$ cat src/rtl/psir_pkg.sv
`default_nettype none
// ----------------------------------------------------------------------------
// psir_pkg
// Shared types and constants for the permutation scatter and index remap
// block: sizes, opcodes, load error codes, payload structs and range info.
// ----------------------------------------------------------------------------
package psir_pkg;

  // Number of slots in the permuted range.
  localparam int DEPTH = 1024;
  // Slot address width and counter width (a counter can hold DEPTH itself).
  localparam int AW = (DEPTH > 2) ? $clog2(DEPTH) : 1;
  localparam int CW = $clog2(DEPTH + 1);

  // Fixed field widths.
  localparam int IDX_W      = 31;
  localparam int TGT_W      = 32;
  localparam int DATA_W     = 64;
  localparam int REC_W      = 2 * DATA_W;
  localparam int CFG_IDX_W  = 4;
  localparam int CFG_DATA_W = 32;

  // Configuration register indexes.
  localparam logic [CFG_IDX_W-1:0] CFG_RANGE_BEGIN = CFG_IDX_W'(0);
  localparam logic [CFG_IDX_W-1:0] CFG_RANGE_END   = CFG_IDX_W'(1);

  typedef enum logic [1:0] {
    OP_START = 2'd0,
    OP_LOAD  = 2'd1,
    OP_READ  = 2'd2,
    OP_REMAP = 2'd3
  } opcode_t;

  typedef enum logic [1:0] {
    LERR_OK    = 2'd0,
    LERR_RANGE = 2'd1,
    LERR_DUP   = 2'd2,
    LERR_FULL  = 2'd3
  } load_err_t;

  typedef enum logic [1:0] {
    ST_CLEAR,
    ST_IDLE,
    ST_EXEC
  } state_t;

  typedef struct packed {
    opcode_t                  opcode;
    logic signed [TGT_W-1:0]  target;
    logic [DATA_W-1:0]        node_id;
    logic [DATA_W-1:0]        coord_word;
    logic [IDX_W-1:0]         index_in;
  } item_t;

  typedef struct packed {
    opcode_t           kind;
    logic [DATA_W-1:0] out_node_id;
    logic [DATA_W-1:0] out_coord_word;
    logic [IDX_W-1:0]  index_out;
    load_err_t         load_error;
    logic              perm_valid;
  } result_t;

  typedef struct packed {
    logic [CFG_IDX_W-1:0]  index;
    logic [CFG_DATA_W-1:0] value;
  } cfg_wr_t;

  // Range information derived from the configuration registers.
  typedef struct packed {
    logic [IDX_W-1:0] rbegin;
    logic [IDX_W-1:0] rend;
    logic [CW-1:0]    lim;
    logic             range_ok;
  } range_t;

endpackage
`default_nettype wire

$ cat src/rtl/psir_cfg_if.sv
`default_nettype none
// ----------------------------------------------------------------------------
// psir_cfg_if
// Configuration write channel: register index and write data per transfer.
// ----------------------------------------------------------------------------
interface psir_cfg_if;
  import psir_pkg::*;

  logic    valid;
  logic    ready;
  cfg_wr_t data;

  modport source (output valid, output data, input ready);
  modport sink   (input valid, input data, output ready);
endinterface
`default_nettype wire

$ cat src/rtl/psir_cfg.sv
`default_nettype none
// ----------------------------------------------------------------------------
// psir_cfg
// Range configuration registers and the derived range information (slot
// limit and range validity) that the core uses.
// ----------------------------------------------------------------------------
module psir_cfg (
  input  wire logic            clk,
  input  wire logic            rst,
  psir_cfg_if.sink             cfg,
  output psir_pkg::range_t     rng
);
  import psir_pkg::*;

  logic [IDX_W-1:0] range_begin;
  logic [IDX_W-1:0] range_end;
  logic [IDX_W-1:0] len;
  range_t           rng_next;

  // Writes are always taken.
  assign cfg.ready = 1'b1;

  // Register file.
  always_ff @(posedge clk) begin
    if (rst) begin
      range_begin <= '0;
      range_end   <= '0;
    end else if (cfg.valid) begin
      if (cfg.data.index == CFG_RANGE_BEGIN) begin
        range_begin <= cfg.data.value[IDX_W-1:0];
      end else if (cfg.data.index == CFG_RANGE_END) begin
        range_end <= cfg.data.value[IDX_W-1:0];
      end
    end
  end

  // Length, slot limit and validity of the range; a reversed range is empty.
  always_comb begin
    len = (range_end >= range_begin) ? (range_end - range_begin) : '0;
    rng_next.rbegin   = range_begin;
    rng_next.rend     = range_end;
    rng_next.lim      = (len < IDX_W'(DEPTH)) ? CW'(len) : CW'(DEPTH);
    rng_next.range_ok = (range_begin <= range_end) && (len <= IDX_W'(DEPTH));
  end

  // The core sees a new range in the cycle right after the write.
  assign rng = rng_next;

endmodule
`default_nettype wire

$ cat src/flat_wrapper.sv
// flat-port wrapper written by rule: the top's interface ports become plain ports
module psir_cfg_flat import psir_pkg::*;
  (clk, rst, rng, cfg_valid, cfg_data, cfg_ready);
  psir_cfg_if cfg_i ();
  input  wire logic clk;
  input  wire logic rst;
  output psir_pkg::range_t rng;
  input wire logic [$bits(cfg_i.valid)-1:0] cfg_valid;
  input wire logic [$bits(cfg_i.data)-1:0] cfg_data;
  output wire logic [$bits(cfg_i.ready)-1:0] cfg_ready;
  assign cfg_i.valid = cfg_valid;
  assign cfg_i.data = cfg_data;
  assign cfg_ready = cfg_i.ready;
  psir_cfg u_core (.clk(clk), .rst(rst), .cfg(cfg_i), .rng(rng));
endmodule
$ cat config.mk
export PLATFORM = sky130hd
export DESIGN_NAME = psir_cfg_flat
export DESIGN_NICKNAME = d
export VERILOG_FILES = /design/src/rtl/psir_pkg.sv /design/src/rtl/psir_cfg_if.sv /design/src/rtl/psir_cfg.sv /design/src/flat_wrapper.sv
export SDC_FILE = /design/constraint.sdc
export NUM_CORES = 1
export LEC_CHECK = 0
export BUFFER_PORTS_ARGS = -buffer_cell sky130_fd_sc_hd__buf_4
export CAP_MARGIN = 25
export CELL_PAD_IN_SITES_DETAIL_PLACEMENT = 0
export CELL_PAD_IN_SITES_GLOBAL_PLACEMENT = 1
export CORE_MARGIN = 3
export CORE_UTILIZATION = 41
export DETAILED_ROUTE_END_ITERATION = 8
export PLACE_DENSITY_LB_ADDON = 0.1
export SKIP_CTS_REPAIR_TIMING = 1
export SYNTH_ARGS = -nofsm -noshare
export SYNTH_HDL_FRONTEND = slang
export SYNTH_SLANG_ARGS = --single-unit
$ cat constraint.sdc
create_clock -name clk -period 10.5 [get_ports clk]
set_clock_uncertainty 0.2 [all_clocks]
set_input_delay 1.05 -clock clk [delete_from_list [all_inputs] [get_ports clk]]
set_output_delay 1.05 -clock clk [all_outputs]
set_load 0.01 [all_outputs]
# == Word level (Yosys, flattened, before mapping) ==
# Index checks and enable logic that the tools add are counted.
# totals
regBits,62
in_bits,39
wordCells,15
# classes
bitwise,1
n_lt_le_gt_ge,4
eq_ne,1
add_sub_neg,1
n_reduce_logical,4
muxes,2
# op_table
op,n
$ge A31 B31 Y1,1
$le A31 B11 Y1 const B,1
$le A31 B31 Y1,1
$lt A31 B11 Y1 const B,1
$mux W31,1
$sub A31 B31 Y31,1
$mux W11,1
$eq A4 B1 Y1 const B,1
$logic_not A4 Y1,1
$reduce_and A3 Y1,1
$reduce_and A2 Y1,1
$logic_and A1 B1 Y1,1
$not A1 Y1,1

# == Depth between registers and ports, before layout ==
# depth
word_depth,4
depth_mapped,13

# == Worst setup path after synthesis ==
# OpenSTA, ideal clock, no wires.
# synth_path
kind,register to output
from,reg u_core.range_end[0]
to,out rng[10] (netlist bit)
setup_slack_ns,6.104
stages_incl_launch_ff,14
arrival_time_ns,3.146
cell_sequence,dfxtp_1 -> inv_1 -> ha_1 -> fa_1 -> nand2b_1 -> a211oi_1 -> o211ai_2 -> a21boi_2 -> o21ai_1 -> a21o_1 -> a221o_1 -> a311o_1 -> buf_2 -> nor4_2
# synth_rtl
item,line,rtl
from (decl),psir_cfg.sv:16,logic [IDX_W-1:0] range_end;
from (signal assigned),psir_cfg.sv:32,range_end <= cfg.data.value[IDX_W-1:0];
to (decl),flat_wrapper.sv:7,output psir_pkg::range_t rng;

==> reports/qor.csv <==
stage,metric,value,unit
die,dieArea,12600,sq um
routing,routed_wirelength,13100,um
synth,synth-seq-area-share,26.9,%
timing,fin_ws,5.07,ns
synth,synth_top_family_by_area,simple AND/OR/NAND/NOR gates,
timing,worstMarginPinSlew,0.660,ns
min_path,hp-class,reg2reg,
finish,multiInputGateArea,3040,sq um
timing,setup_viol,0,
finish,nNetsFinal,811,
routing,drtAntennaViolNets,0,
clock_network,clockRootBuffer,clkbuf_16,
global_route,grt_pass1_wl,21900,um
synth,yosys.area_share.simple,27.0,%
clock_network,htreeDepth,3,
clock_network,numCtsBuffers,9,
timing,finalCritPeriodShare,51.8,%
power,leakage,2.42,nW
clock_network,cts.sinks,62,
synth,synthAdderAreaFrac,8.85,%
flow_run,maxCapViolCount,0,
power,powerDensity,120,nW/um^2
clock_network,cts_tree,done,
critical_path,critPathRequiredTime,9.25,ns
critical_path,cp_max_fo,12,
synth,ys_ff_latch,62,
global_route,antenna_found_initial,0,
synth,avgSynthCellArea,7.05,sq um
timing,fmax,184,MHz
routing,num_vias,4766,
finish,antenna_cells,0,
synth,synth-compound-area-share,25.5,%
global_route,grt_max_degree,63,
synth,netlist_instances,654,
critical_path,r2r_cells,2,
routing,dr.pass1.iters,4,
timing,relSlewSlack,56.0,%
synth,ys.warnings.count,0,
placement,finalWeightedCongestion,0.867,
placement,pre_cts_ws,5.46,ns
min_path,holdPathStages,2,
routing,drcViolationCount,0,
global_route,grt_pass1_vias,4460,
timing,finalCriticalPeriod,5.43,ns
status,status,"complete, no violations",
timing,hold_violations,0,
synth,synth_cell_types,63,
finish,seqCellArea,1240,sq um
die,start_util,42.2,%
synth,synth_nets,725,
critical_path,worstSetupPathType,reg2out,
timing,fin_setup_tns,0,ns
routing,wire_per_inst,14.8,um
clock_network,clk_latency,0.33,ns
placement,dp_hpwl,9690,um
synth,netlist_area,4610,sq um
timing,slew_viol_final,0,
routing,drt-initial-drc-count,333,
synth,muxShareOfSynthArea,0.244,%
timing,rsz0062_at_grt,false,
critical_path,cp.arrival,4.18,ns
clock_network,clkTransAtPathRegs,0.05,ns
die,rows,38,
finish,drive_gt1_share,21.1,%
synth,synth-async-reset-ratio,0,%
global_route,overflow,0,
finish,area_growth,24.3,%
placement,io_buffers,111,
critical_path,startpoint_type,flip-flop,
power,ir_drop,0.0524,mV
synth,yosys.area_share.xor_xnor,4.18,%
clock_network,clockBufferDepth,2,
die,die_w,112,um
die,boundaryPins,114,
synth,yosys_most_used_dff,dfxtp_1,
critical_path,endpoint_kind,output port,
routing,avgViaCountPerCell,5.40,
die,fp.dieH,112,um
die,coreArea,10900,sq um
finish,nFillCells,1168,
global_route,grt_usage,20.8,%
synth,synth_edf_count,0,
==> metrics by stage <==
stage                     util [%]  std cells  area [sq um]  total power [mW]  hold WS [ns]
final                         52.4        883          5730             0.689         0.273
after global routing          52.4        883          5730             0.723         0.293
after CTS                     52.4        883          5730             0.695         0.275
after detailed placement      49.9        869          5460             0.416         0.268
after global placement        49.9        869          5460             0.414         0.259
after floorplan                  -        654          4610             0.371         0.292
==> registers in the layout, summed over array words and instances (netlist names) <==
register and flops:
u_core.range_begin 31, u_core.range_end 31
==> layout make-up <==
class / count / area share [%]
Clock buffer: 13 / 4.72
Clock inverter: 1 / 0.0873
Inverter: 36 / 2.36
Multi-Input combinational cell: 516 / 53.1
Sequential cell: 62 / 21.7
Tap cell: 140 / 3.06
Timing Repair Buffer: 115 / 15.1
==> routing by layer <==
metal  GRT usage, %  vias to the layer above  wire, um
met5              0                        -         0
met3           2.96                       15       532
met4           7.05                        0       220
met2           33.8                      100      6210
li1               -                     2439         -
met1           28.4                     2212      6130
==> critical path, stage by stage (launching register included) <==
cell	delay, ns
dfxtp_1	0.35
inv_1	0.06
ha_1	0.22
fa_1	0.40
nand2b_1	0.20
a211oi_1	0.35
o211ai_2	0.18
a211oi_1	0.27
o21ai_0	0.11
a2111oi_0	0.39
and4bb_1	0.28
nand4_2	0.39
nor4_2	0.47
buf_4	0.18
==> cells by family (layout without fill, tap and decap cells) <==
logic type	after synthesis	count (layout)
muxes	1	1
adders and majority gates	32	32
other	1	1
buffers and inverters	76	165
AOI/OAI and AO/OA	195	195
xor gates and xnor gates	22	22
DFF	62	62
and+or+nand+nor	265	265
==> placed cells by master, fill, tap and decap left out, types with 9 or more instances in the layout <==
master and n:
nand2_1 163, buf_4 115, a21oi_1 97, dfxtp_1 62, inv_1 35, o21ai_0 32, ha_1 31, nor2_1 29
xor2_1 15, nand3_1 13, nor4_2 12, nor3_1 9, clkbuf_16 9
==> final timing paths <==
| path | startpoint | to | slack [ns] |
|---|---|---|---|
| max | u_core.range_end[0] | rng[7] | 5.07 |
| min | u_core.range_begin[29] | u_core.range_begin[29] | 0.27 |
| max reg2reg | u_core.range_begin[1] | u_core.range_begin[1] | 9.60 |
| min reg2reg | u_core.range_begin[29] | u_core.range_begin[29] | 0.27 |
==> power by group <==
group	switching [mW]	leakage [nW]	internal (mW)
sequential	0.00246	0.500	0.239
combinational	0.100	1.78	0.0720
clock	0.0997	0.138	0.176
==> cell usage after synthesis, drive strengths merged (7+ instances only) <==
cell type / count / area share, %
nand4: 9 / 1.4
nor3: 9 / 0.98
buf: 21 / 2.8
o21ai: 37 / 4.0
nand2: 163 / 13
a21o: 8 / 1.3
dfxtp: 62 / 27
o21a: 8 / 1.3
inv: 36 / 2.9
nor2: 29 / 2.4
xor2: 15 / 2.8
nand3: 13 / 1.4
nor4: 14 / 3.4
nand2b: 7 / 0.95
a21oi: 102 / 12
xnor2: 7 / 1.3
ha: 31 / 8.4
clkbuf: 19 / 1.5
No activity file was read; power rests on OpenSTA's default activity.
